`config.mk`:
```
export PLATFORM = sky130hd
export DESIGN_NAME = sba_divider
export DESIGN_NICKNAME = d
export VERILOG_FILES = /design/src/design/sba_pkg.sv /design/src/design/sba_divider.sv
export SDC_FILE = /design/constraint.sdc
export NUM_CORES = 1
export LEC_CHECK = 0
export ABC_AREA = 1
export BUFFER_PORTS_ARGS = -buffer_cell sky130_fd_sc_hd__buf_2
export CORE_MARGIN = 1
export CORE_UTILIZATION = 41
export CTS_CLUSTER_DIAMETER = 50
export DETAILED_ROUTE_END_ITERATION = 16
export MAX_ROUTING_LAYER = met4
export PLACE_DENSITY = 0.65
export SYNTH_ARGS = -nofsm -noshare
export SYNTH_HDL_FRONTEND = slang
export SYNTH_SLANG_ARGS = --single-unit
```
`constraint.sdc`:
```
create_clock -name i_clk -period 3.3 [get_ports i_clk]
set_input_delay 0.66 -clock i_clk [delete_from_list [all_inputs] [get_ports i_clk]]
set_output_delay 0.66 -clock i_clk [all_outputs]
set_load 0.05 [all_outputs]
```
`src/design/sba_pkg.sv`:
```
// sba_pkg: types, constants and helper functions for the slab bitmap allocator.
// No dependencies; imported by every module of the block.
`timescale 1ns / 1ps
package sba_pkg;

    localparam int SLAB_COUNT_DEF = 16;
    localparam int PAGE_BYTES     = 4096;
    localparam int HEADER_BYTES   = 32;
    localparam int SIZE_W         = 12;
    localparam int SLAB_W         = 4;
    localparam int OFF_W          = 15;
    localparam int IDX_W          = 8;
    localparam int STAMP_W        = 32;

    localparam logic [1:0] ST_OK      = 2'd0;
    localparam logic [1:0] ST_NO_SLAB = 2'd1;
    localparam logic [1:0] ST_BAD     = 2'd2;

    localparam logic OP_ALLOC = 1'b0;
    localparam logic OP_FREE  = 1'b1;

    typedef enum logic [1:0] {
        CL_UNUSED  = 2'd0,
        CL_FREE    = 2'd1,
        CL_PARTIAL = 2'd2,
        CL_FULL    = 2'd3
    } t_class;

    typedef enum logic [3:0] {
        S_IDLE,
        S_PER,
        S_SCAN_P,
        S_SCAN_F,
        S_PICK,
        S_BITS,
        S_ALLOC_END,
        S_DIV,
        S_FREE_CHK,
        S_FREE_END,
        S_MUL,
        S_DONE
    } t_state;

    // control from sequencer to the shared divider
    typedef struct packed {
        logic start;
    } t_div_ctl;

    typedef struct packed {
        logic       busy;
        logic       done;
    } t_div_sts;

    function automatic logic [SIZE_W-1:0] eff_size(input logic [SIZE_W-1:0] sz);
        eff_size = (sz < SIZE_W'(16)) ? SIZE_W'(16) : sz;
    endfunction

endpackage

```
`src/design/sba_divider.sv`:
```
// sba_divider: restoring divider, one quotient bit per cycle.
// Depends on sba_pkg.
`timescale 1ns / 1ps
module sba_divider (
    input  logic                          i_clk,
    input  logic                          i_rst_n,
    input  sba_pkg::t_div_ctl             i_ctl,
    input  logic [sba_pkg::OFF_W-1:0]     i_num,
    input  logic [sba_pkg::SIZE_W-1:0]    i_den,
    output sba_pkg::t_div_sts             o_sts,
    output logic [sba_pkg::OFF_W-1:0]     o_quot
);
    import sba_pkg::*;

    logic [OFF_W-1:0]  r_q, n_q;
    logic [SIZE_W-1:0] r_rem, n_rem;
    logic [3:0]        r_cnt, n_cnt;
    logic              r_busy, n_busy;
    logic              r_done, n_done;
    logic [SIZE_W:0]   trial;

    always_comb begin
        n_q    = r_q;
        n_rem  = r_rem;
        n_cnt  = r_cnt;
        n_busy = r_busy;
        n_done = 1'b0;
        trial  = {r_rem, r_q[OFF_W-1]};
        if (i_ctl.start) begin
            n_q    = i_num;
            n_rem  = '0;
            n_cnt  = 4'(OFF_W - 1);
            n_busy = 1'b1;
        end else if (r_busy) begin
            if (trial >= {1'b0, i_den}) begin
                n_rem = SIZE_W'(trial - {1'b0, i_den});
                n_q   = {r_q[OFF_W-2:0], 1'b1};
            end else begin
                n_rem = trial[SIZE_W-1:0];
                n_q   = {r_q[OFF_W-2:0], 1'b0};
            end
            if (r_cnt == '0) begin
                n_busy = 1'b0;
                n_done = 1'b1;
            end else begin
                n_cnt = r_cnt - 4'd1;
            end
        end
    end

    always_ff @(posedge i_clk) begin
        if (!i_rst_n) begin
            r_busy <= 1'b0;
            r_done <= 1'b0;
        end else begin
            r_busy <= n_busy;
            r_done <= n_done;
        end
        r_q   <= n_q;
        r_rem <= n_rem;
        r_cnt <= n_cnt;
    end

    assign o_sts.busy = r_busy;
    assign o_sts.done = r_done;
    assign o_quot     = r_q;
endmodule

```
==> results of run 1 <==
## synthesized netlist by cell type (all sizes together)
| cell | number | area share |
|---|---|---|
| nand3 | 31 | 0.083 |
| clkinv | 1 | 0.0016 |
| ha | 13 | 0.070 |
| buf | 8 | 0.023 |
| a21o | 1 | 0.0033 |
| o21ai | 6 | 0.013 |
| nand2 | 129 | 0.21 |
| nand3b | 1 | 0.0033 |
| nor4 | 1 | 0.0027 |
| nor3 | 2 | 0.0087 |
| a21boi | 1 | 0.0033 |
| dfxtp | 18 | 0.16 |
| nor2 | 19 | 0.036 |
| inv | 57 | 0.093 |
| a21oi | 9 | 0.024 |
| nand4 | 14 | 0.038 |
| edfxtp | 15 | 0.20 |
| fa | 1 | 0.0087 |
| clkbuf | 3 | 0.0049 |
| xor2 | 1 | 0.0038 |
| xnor2 | 3 | 0.011 |
| o211ai | 1 | 0.0033 |
## stage by stage
step	util	area, sq um	cells
6_report	0.503	2650	449
5_1_grt	0.503	2650	449
4_1_cts	0.503	2650	449
3_5_place_dp	0.488	2570	441
3_3_place_gp	0.488	2570	441
2_1_floorplan	-	2310	335
## flip-flops by register name, summed over array words and instances, names as in the netlist
name and cells:
r_done 1, r_cnt 4, r_busy 1, o_quot 15
r_rem 12
## power by group
part	internal [W]	switching (W)
clock network	0.000146	0.000143
registers	0.000459	0.0000152
logic	0.0000672	0.000166
## kinds of logic after synthesis
family,share of synthesized area
and+or+nand+nor,0.385
buffers and inverters,0.122
adders and majority gates,0.0791
AOI/OAI and AO/OA,0.0472
xor gates and xnor gates,0.0152
DFF,0.351
## worst min-delay path by stage
stage | to | slack [ns] | depth (start not counted)
floorplan | r_cnt[1] | 0.44 | 2
global placement | r_cnt[1] | 0.45 | 2
detailed placement | r_cnt[1] | 0.47 | 2
CTS | r_rem[0] | 0.48 | 2
global route | r_rem[3] | 0.51 | 2
finish | r_cnt[1] | 0.48 | 2
## critical path: cells and delay by family
kind | cells | cell delay [ns]
buf+inv | 2 | 0.10
fa+ha+maj | 1 | 0.36
simple gates | 7 | 1.24
## area by class of cell
cell class / instances / share of cell area
inverters: 58 / 0.0821
flip-flops and latches: 33 / 0.306
multi-input cells: 233 / 0.458
well taps: 70 / 0.0330
clock inverters: 2 / 0.00377
clock buffers: 6 / 0.0274
repair buffers: 47 / 0.0896
## metal layers
metal | wire, um | part of all wire
met2 | 2290 | 0.45
met5 | 0 | 0
met1 | 2580 | 0.51
met3 | 180 | 0.035
met4 | 42 | 0.0082
==> summary.txt, run 1 <==
CTS
  – CTS tree: done
  – Post-CTS sizing: 0
  – Root buffer cell: clkbuf_8
  – H-tree depth: 2
  – Hold buffer count at CTS: 0
  – Num CTS Buffers: 5
  – Worst-path clk slew: 0.07 ns
  – CTS max path bufs: 2
  – Post-CTS setup buffer count: 0
  – Clk sinks: 33
  – Worst skew pair latency: 0.28 ns

Synth
  – Distinct cells, synth: 32
  – Avg Cell Area, Syn: 6.89 sq um
  – Cells after Synth: 335
  – Sequential-to-total area share from yosys stat: 0.351
  – Mapped Nets: 379
  – Synth Cell Area: 2310 sq um
  – Post-synthesis sequential element count: 33
  – Synth warn: 0

Floorplanning
  – Die Area: 5930 sq um
  – Chip Width: 77.0 um
  – Die Ht: 77.0 um
  – Initial Utilization: 0.438
  – # IOs: 47
  – Row count: 26
  – Core Region: 5270 sq um

Final layout
  – Storage element area: 811 sq um
  – Antenna diodes: 0
  – Fillers: 569
  – Commonest non-fill, non-tap cell in the layout: nand2_1
  – Final nets: 422
  – Area grow syn2layout: 14.9%
  – Fraction of layout cells with a size suffix above 1: 0.190
  – Commonest cells after routing, fill and taps aside: nand2_1 (126), inv_1 (54), buf_2 (46)
  – Area of the multi-input gates: 1220 sq um

Pwr
  – Pwr dens: 376 nW/um^2
  – Power Total: 0.000996 W
  – Leak: 1.44 nW
  – Max IR drop VDD: 286 uV

STA
  – Hold Slack: 0.477 ns
  – RSZ-0062 raised after global routing: false
  – Min Tclk post-route: 2.22 ns
  – Max frequency: 0.451 GHz
  – Pins over their slew limit: 0
  – Final period utilization: 0.673
  – Final clock skew: 0.00930 ns
  – Final setup fails: 0
  – Fin worst setup slack: 1.08 ns
  – Worst rel slew slack: 0.495
  – Final hold vios: 0
  – Setup TNS: 0 ns
  – Worst-margin pin slew: 0.754 ns

Worst setup path
  – Startpoint types: input pin
  – FF-to-FF Start: r_rem[7]
  – Reg2Reg Setup Slack: 1.22 ns
  – Worst EP required: 3.46 ns
  – Crit Path Max Fanout: 14
  – Crit path launch: i_den[8]
  – CP max stage delay: 0.36 ns
  – Crit path to: r_rem[7]
  – Critical-path top delay cell: ha_1
  – Crit path top cell by count: nand3_1
  – Worst setup EP type: flip-flop
  – R2R cell count: 8
  – Worst reg2reg endpoint: r_rem[7]
  – Cell Chain, Critical Path: buf_2 -> inv_1 -> ha_1 -> nand2_1 -> nor3_2 -> nand3_1 -> nand3_4 -> nand3_1 -> nand3_1 -> nand2_1
  – WP data arrival: 2.38 ns
  – Critical path class: input pin to flip-flop

GRT
  – Initial antenna violation count: 0
  – GRT met3 Usage: 0.0310
  – Largest net degree at the start of global routing: 22
  – GR Layer Usage met2: 0.317
  – Global-route usage over all layers: 0.191
  – Met1 Use GR: 0.239
  – Grt total ovfl: 0
  – Grt peak-use layer: met2
  – Global-route wire length before repair: 8.78 mm
  – Vias in the first global route: 2036

Flow run
  – Max-cap violations: 0

Drt
  – DR vias/cell: 4.68
  – Via count: 2102
  – Drt pass-1 iters: 4
  – Antenna Violating Nets Remaining: 0
  – Routed length per placed instance: 11.3 um
  – # DRC: 0
  – Initial drt markers: 113
  – Total Wirelength: 5.09 mm

Placement
  – IO buf count: 46
  – Pre-CTS WS: 0.810 ns
  – Gpl congestion: 0.899
  – Hpwl dp: 3.95 mm

Hold path
  – Hold wc startpoint: r_cnt[1]
  – Min-delay worst type: flip-flop to flip-flop

Outcome
  – Status: complete, no violations
Power figures use the tool's default switching activity.
==> run 2, diff against run 1 <==
--- a/config.mk
+++ b/config.mk
@@ -5,14 +5,14 @@
 export SDC_FILE = /design/constraint.sdc
 export NUM_CORES = 1
 export LEC_CHECK = 0
-export ABC_AREA = 1
+export ABC_AREA = 0
 export BUFFER_PORTS_ARGS = -buffer_cell sky130_fd_sc_hd__buf_2
 export CORE_MARGIN = 1
 export CORE_UTILIZATION = 41
 export CTS_CLUSTER_DIAMETER = 50
 export DETAILED_ROUTE_END_ITERATION = 16
 export MAX_ROUTING_LAYER = met4
-export PLACE_DENSITY = 0.65
+export PLACE_DENSITY = 0.68
 export SYNTH_ARGS = -nofsm -noshare
 export SYNTH_HDL_FRONTEND = slang
 export SYNTH_SLANG_ARGS = --single-unit
==> constraint.sdc (replaced) <==
create_clock -name i_clk -period 2 [get_ports i_clk]
set_input_delay 0.4 -clock i_clk [delete_from_list [all_inputs] [get_ports i_clk]]
set_output_delay 0.4 -clock i_clk [all_outputs]
set_load 0.05 [all_outputs]
==> run 2 against run 1 <==
The flow now finishes with violations (negative setup slack); routed wire length increased by 17%; power grew 130%; clock skew increased by 0.0034 ns; sequential power increased by 74%; cell count shrank 13%; core utilization is 15 points higher; non-clock buffer count grew 54; worst hold slack worse by 0.13 ns; synthesized area shrank 8.8%; first-iteration DRC count up 0.88%; design area increased by 19%; clock power is 73% higher; highest routed layer unchanged.
==> summary.txt, run 2 <==
Outcome
  – Status: finished with violations
  – Violated checks: negative setup slack

Drt
  – Antenna Violating Nets Remaining: 0 (unchanged)
  – Drt pass-1 iters: 4 (unchanged)
  – Routed length per placed instance: 15.3 um (+35%)
  – Via count: 2082 (-0.95%)
  – Total Wirelength: 5.95 mm (+17%)
  – DR vias/cell: 5.35 (+14%)
  – Initial drt markers: 114 (+0.88%)
  – # DRC: 0 (unchanged)

Pwr
  – Sequential share of power: 0.357 (-0.119)
  – Power share of the combinational group: 0.427 (+0.193)
  – Leak: 1.40 nW (-3.3%)
  – Switch share: 0.363 (+0.0380)
  – Pwr dens: 736 nW/um^2 (+96%)
  – NetSw: 0.000842 W (+160%)
  – Max IR drop VDD: 361 uV (+26%)
  – Clock network power share: 0.216 (-0.074)
  – Internal power: 0.00148 W (+120%)
  – Power Total: 0.00232 W (+130%)

Worst setup path
  – FF-to-FF Start: o_quot[14]
  – Startpoint types: flip-flop
  – WP data arrival: 2.48 ns (+0.10 ns)
  – R2R cell count: 9 (+1)
  – Worst setup EP type: flip-flop
  – Reg2Reg Setup Slack: -0.25 ns (-1.47 ns)
  – Cell Chain, Critical Path: inv_2 -> ha_4 -> nor2_4 -> a21oi_2 -> o31ai_2 -> or4b_4 -> buf_6 -> nor4_2 -> a311o_1
  – Worst reg2reg endpoint: r_rem[1]
  – Worst EP required: 2.23 ns (-1.23 ns)
  – Critical path class: flip-flop to flip-flop
  – CP max stage delay: 0.58 ns (+0.22 ns)
  – Crit Path Max Fanout: 7 (-7)
  – Critical-path top delay cell: or4b_4

STA
  – Worst-margin pin slew: 0.495 ns (-0.259 ns)
  – Fin worst setup slack: -0.249 ns (-1.33 ns)
  – Worst rel slew slack: 0.666 (+0.171)
  – Final hold vios: 0 (unchanged)
  – Max frequency: 0.445 GHz
  – Final setup fails: 13 (+13)
  – Min Tclk post-route: 2.25 ns
  – Final period utilization: 1.12
  – RSZ-0062 raised after global routing: true
  – Final clock skew: 0.0127 ns (+0.00341 ns)
  – Pins over their slew limit: 0 (unchanged)

GRT
  – Initial antenna violation count: 0 (unchanged)
  – Global-route usage over all layers: 0.225 (+0.0348)
  – Grt total ovfl: 0 (unchanged)
  – Vias in the first global route: 1970 (-3.2%)
  – Global-route wire length before repair: 9.00 mm (+2.6%)
  – Largest net degree at the start of global routing: 22 (unchanged)

Final layout
  – Max reg flops: 15 (unchanged)
  – Antenna diodes: 0 (unchanged)
  – Final nets: 365 (-14%)
  – Final Cell Area: 3150 sq um (+19%)
  – Post-Layout Cell Count: 389 (-13%)
  – Fillers: 405 (-29%)
  – Commonest non-fill, non-tap cell in the layout: buf_4
  – Area grow syn2layout: 49.6%
  – Commonest cells after routing, fill and taps aside: buf_4 (48), buf_2 (46), nor2_1 (17)
  – Fraction of layout cells with a size suffix above 1: 0.540 (+0.350)

Synth
  – Cells after Synth: 222 (-34%)
  – Yosys top cell area share: 0.214 (+0.00903)
  – Asr flop ratio synth: 0 (unchanged)
  – Ys flop type: dfxtp_1
  – Mapped Nets: 266 (-30%)
  – Post-synth top area cell: edfxtp_1
  – Distinct cells, synth: 54 (+69%)
  – Top cells by count, synth: nand2_1 (24), nor2_1 (19), dfxtp_1 (18), inv_1 (17)
  – Synth warn: 0 (unchanged)
  – Sequential-to-total area share from yosys stat: 0.385 (+0.0338)
  – Top post-synthesis cells by area: edfxtp_1 (21%), dfxtp_1 (17%), mux2_2 (8.0%)
  – Synth Cell Area: 2110 sq um (-8.8%)
  – Top-count cell post-synth: nand2_1
  – Post-synthesis sequential element count: 33 (unchanged)
  – Avg Cell Area, Syn: 9.49 sq um (+38%)
  – Post-synth EDFFs: 15 (unchanged)

Floorplanning
  – # IOs: 47 (unchanged)
  – Core Region: 4820 sq um (-8.6%)
  – Die Area: 5430 sq um (-8.6%)
  – Chip Width: 73.7 um (-4.4%)
  – Die Ht: 73.7 um (-4.4%)
  – Row count: 25 (-3.8%)
  – Initial Utilization: 0.437 (-0.000891)

CTS
  – Worst skew pair latency: 0.29 ns (about the same)
  – Num CTS Buffers: 5 (unchanged)
  – Worst-path clk slew: 0.08 ns (about the same)
  – Root buffer cell: clkbuf_8
  – Clk sinks: 33 (unchanged)
  – CTS tree: done
  – CTS max path bufs: 2 (unchanged)
  – H-tree depth: 2 (unchanged)

Placement
  – Pre-CTS WS: -0.453 ns (-1.26 ns)
  – IO buf count: 46 (unchanged)
  – Placed Cells incl. Taps: 373 (-15%)
  – DP Area: 2740 sq um (+6.7%)
  – Hpwl dp: 3.90 mm (-1.3%)
  – Gpl congestion: 0.881 (-2.1%)

Hold path
  – Hold wc startpoint: i_rst_n
  – Hold Path Sink: r_busy
  – Hold Path Depth: 3 (+1)
  – Min-delay worst type: input pin to flip-flop

Flow run
  – Max-cap violations: 0 (unchanged)
run 2: cell count changes after synthesis, moves of 6 or more:
cell / before / now
nor3_1: 0 / 6
nand2_1: 126 / 24
nand3_1: 25 / 3
mux2_2: 0 / 15
a311oi_1: 0 / 7
nand4_1: 14 / 2
inv_1: 54 / 17
run 2: worst max-delay path by stage:
stage	depth (start not counted)	endpoint	slack, ns	from
final	9	r_rem[1]	-0.25	o_quot[14]
after global routing	9	r_rem[1]	-0.29	o_quot[14]
after CTS	7	o_quot[0]	-0.22	o_quot[14]
after detailed placement	9	r_rem[1]	-0.45	i_den[4]
after global placement	7	o_quot[0]	-0.42	i_den[4]
after floorplan	8	o_quot[0]	-0.55	o_quot[14]
run 2: layout make-up:
| class | instances | area (sq um) | share of cell area |
|---|---|---|---|
| Inverter | 18 | 67.6 | 0.0214 |
| Clock inverter | 2 | 10.0 | 0.00318 |
| Tap cell | 67 | 83.8 | 0.0266 |
| Timing Repair Buffer | 101 | 669 | 0.212 |
| Clock buffer | 6 | 72.6 | 0.0230 |
| Sequential cell | 33 | 817 | 0.259 |
| Multi-Input combinational cell | 162 | 1430 | 0.454 |
run 2: logic make-up (layout without fill, tap and decap cells):
logic type,after synthesis,count (layout),share of synthesized area
and+or+nand+nor,78,78,0.189
AOI/OAI and AO/OA,46,46,0.165
DFF,33,33,0.385
adders and majority gates,14,14,0.0868
muxes,16,16,0.0850
xor gates and xnor gates,8,8,0.0333
buffers and inverters,27,127,0.0558
run 2: repair_timing:
| item | 4_1_cts | 5_1_grt |
|---|---|---|
| resized for setup | 34 | 22 |
| setup buffers | 4 | 3 |
| hold buffers | 0 | 0 |
| pin swaps | 19 | 17 |
| setup endpoints to repair | 13 | 13 |
| gates cloned | 1 | 0 |
run 2: stage by stage:
| step | utilization | hold WS (ns) | TNS, ns |
|---|---|---|---|
| 6_report | 0.654 | 0.348 | -2.09 |
| 5_1_grt | 0.654 | 0.369 | -2.67 |
| 4_1_cts | 0.628 | 0.343 | -1.80 |
| 3_5_place_dp | 0.569 | 0.497 | -4.90 |
| 3_3_place_gp | 0.569 | 0.490 | -4.64 |
| 2_1_floorplan | - | 0.466 | -4.17 |
run 2: critical path, delay by kind of cell (launching register included):
family                     cells  cell delay, ns
and+or+nand+nor                3            0.78
DFF                            1            0.43
adders and majority gates      1            0.20
AOI/OAI and AO/OA              3            0.51
buffers and inverters          2            0.26
run 2: per-layer routing:
| layer | wire (um) | GRT usage |
|---|---|---|
| met2 | 3040 | 0.365 |
| met4 | 110 | 0.0726 |
| met5 | 0 | - |
| met3 | 286 | 0.0439 |
| met1 | 2520 | 0.283 |
run 2: power by group through the flow:
stage | Combinational, W | Clock (W) | Sequential [W]
final | 0.000991 | 0.000500 | 0.000827
after global placement | 0.000785 | 0 | 0.000832
after global routing | 0.00106 | 0.000537 | 0.000835
after CTS | 0.000891 | 0.000504 | 0.000825
after detailed placement | 0.000792 | 0 | 0.000834
after floorplan | 0.000403 | 0 | 0.000948
==> run 3, diff against run 2 <==
--- a/config.mk
+++ b/config.mk
@@ -12,7 +12,8 @@
 export CTS_CLUSTER_DIAMETER = 50
 export DETAILED_ROUTE_END_ITERATION = 16
 export MAX_ROUTING_LAYER = met4
-export PLACE_DENSITY = 0.68
+export PLACE_DENSITY = 0.65
+export SKIP_CTS_REPAIR_TIMING = 1
 export SYNTH_ARGS = -nofsm -noshare
 export SYNTH_HDL_FRONTEND = slang
 export SYNTH_SLANG_ARGS = --single-unit
==> constraint.sdc (replaced) <==
create_clock -name i_clk -period 2.5 [get_ports i_clk]
set_input_delay 0.5 -clock i_clk [delete_from_list [all_inputs] [get_ports i_clk]]
set_output_delay 0.5 -clock i_clk [all_outputs]
set_load 0.05 [all_outputs]
==> run 3 against run 2 <==
The run now ends clean; register-to-register slack improved by 0.40 ns; clock power fell by 2%; critical path depth fell by 1; design area fell by 14%; count of clock-buffer cells in the layout did not move; worst setup slack improved by 0.40 ns; global-route usage fell by 2.8 points; routed wire length fell by 20%; fmax fell by 4.1%.
==> summary.txt, run 3 (synthesis gave the netlist of run 2 again) <==
Drt
  – Total Wirelength: 4.74 mm (-20%)
  – # DRC: 0 (unchanged)
  – Antenna Violating Nets Remaining: 0 (unchanged)
  – Drt pass-1 iters: 4 (unchanged)
  – Initial drt markers: 85 (-25%)
  – Via count: 1855 (-11%)
  – Routed length per placed instance: 13.0 um (-15%)
  – DR vias/cell: 5.10 (-4.8%)

Final layout
  – Area grow syn2layout: 28.3%
  – Commonest cells after routing, fill and taps aside: buf_2 (46), buf_4 (30), nand2_1 (24)
  – Fraction of layout cells with a size suffix above 1: 0.354 (-0.187)
  – Max reg flops: 15 (unchanged)
  – Final nets: 340 (-6.8%)
  – Commonest non-fill, non-tap cell in the layout: buf_2
  – Antenna diodes: 0 (unchanged)
  – Post-Route Utilization: 0.561 (-0.0932)

Floorplanning
  – Initial Utilization: 0.437 (unchanged)
  – Chip Width: 73.7 um (unchanged)
  – Die Area: 5430 sq um (unchanged)
  – Core Region: 4820 sq um (unchanged)
  – # IOs: 47 (unchanged)
  – Row count: 25 (unchanged)
  – Die Ht: 73.7 um (unchanged)

GRT
  – Global-route usage over all layers: 0.197 (-0.0284)
  – Initial antenna violation count: 0 (unchanged)
  – Grt total ovfl: 0 (unchanged)
  – Vias in the first global route: 1773 (-10%)
  – Largest net degree at the start of global routing: 19 (-14%)
  – Global-route wire length before repair: 7.76 mm (-14%)

Placement
  – IO buf count: 46 (unchanged)
  – Hpwl dp: 3.75 mm (-3.7%)
  – Pre-CTS WS: -0.0712 ns (+0.382 ns)
  – Gpl congestion: 0.851 (-3.4%)

CTS
  – Root buffer cell: clkbuf_8
  – Worst skew pair latency: 0.29 ns (about the same)
  – H-tree depth: 2 (unchanged)
  – Clk sinks: 33 (unchanged)
  – CTS tree: done
  – Worst-path clk slew: 0.07 ns (about the same)
  – Num CTS Buffers: 5 (unchanged)
  – CTS max path bufs: 2 (unchanged)

Flow run
  – Max-cap violations: 0 (unchanged)

Pwr
  – Max IR drop VDD: 328 uV (-9.2%)
  – Power Total: 0.00174 W (-25%)
  – NetSw: 0.000565 W (-33%)
  – Clock network power share: 0.281 (+0.065)
  – Leak: 1.23 nW (-12%)
  – Power share of the combinational group: 0.339 (-0.088)
  – Pwr dens: 643 nW/um^2 (-13%)
  – Sequential share of power: 0.380 (+0.023)
  – Switch share: 0.325 (-0.0380)
  – Internal power: 0.00117 W (-21%)

Worst setup path
  – Worst EP required: 2.70 ns (+0.47 ns)
  – Worst setup EP type: flip-flop
  – Critical path class: flip-flop to flip-flop
  – Reg2Reg Setup Slack: 0.15 ns (+0.40 ns)
  – Crit Path Max Fanout: 6 (-1)
  – WP data arrival: 2.55 ns (+0.07 ns)
  – Startpoint types: flip-flop

STA
  – Worst-margin pin slew: 0.540 ns (+0.0447 ns)
  – Min Tclk post-route: 2.35 ns (+0.0965 ns)
  – Final setup fails: 0 (-13)
  – Max frequency: 0.426 GHz (-4.1%)
  – Pins over their slew limit: 0 (unchanged)
  – Setup TNS: 0 ns (+2.09 ns)
  – Worst rel slew slack: 0.639 (-0.0268)
  – Final period utilization: 0.938 (-0.186)
  – Final hold vios: 0 (unchanged)
  – RSZ-0062 raised after global routing: false
  – Final clock skew: 0.00727 ns (-0.00545 ns)
  – Fin worst setup slack: 0.154 ns (+0.404 ns)

Outcome
  – Status: complete, no violations

Hold path
  – Min-delay worst type: input pin to flip-flop
[run 3: cell count changes in the layout (fill, tap and decap cells not counted), sizes merged]
cell,delta
clkinv,-1
bufinv,+1
buf,-25
[run 3: path summary, 6_finish.rpt]
kind            start       end  depth (start not counted)
max          r_rem[7]  r_rem[9]                          8
min           i_rst_n    r_busy                          3
max reg2reg  r_rem[7]  r_rem[9]                          8
min reg2reg  r_rem[2]  r_rem[3]                          2
[run 3: worst max-delay path, cell delays in order, from the launching register on]
cell and delay (ns):
dfxtp_1 0.33, ha_1 0.34, nand4_1 0.15, a211oi_2 0.22, o31ai_1 0.12, nor4b_4 0.15, buf_4 0.16, or4_1 0.53
a311oi_2 0.25
[run 3: cell type report]
| type | count | area, sq um |
|---|---|---|
| Inverter | 18 | 67.6 |
| Fill cell | 483 | 2120 |
| Timing Repair Buffer | 76 | 455 |
| Sequential cell | 33 | 811 |
| Tap cell | 67 | 83.8 |
| Clock inverter | 2 | 33.8 |
| Multi-Input combinational cell | 162 | 1180 |
| Clock buffer | 6 | 72.6 |
[run 3: stage by stage]
step / hold WS (ns) / instance area, sq um / cells
after floorplan: 0.466 / 2110 / 222
after global placement: 0.486 / 2590 / 356
after detailed placement: 0.498 / 2590 / 356
after CTS: 0.449 / 2700 / 364
after global routing: 0.463 / 2700 / 364
final: 0.454 / 2700 / 364
[run 3: metal layers]
metal	share of wire	vias up	GRT usage	wire (um)
met5	0	-	-	0
met4	0.018	0	0.0833	85
met3	0.043	10	0.0398	204
met2	0.47	36	0.304	2250
met1	0.46	852	0.251	2200
li1	-	957	-	-
[run 3: power groups by stage]
stage / combinational [W] / clock [W] / sequential, W
6_report: 0.000589 / 0.000488 / 0.000661
3_5_place_dp: 0.000586 / 0 / 0.000674
3_3_place_gp: 0.000583 / 0 / 0.000672
5_1_grt: 0.000647 / 0.000524 / 0.000668
4_1_cts: 0.000589 / 0.000501 / 0.000662
2_1_floorplan: 0.000313 / 0 / 0.000758
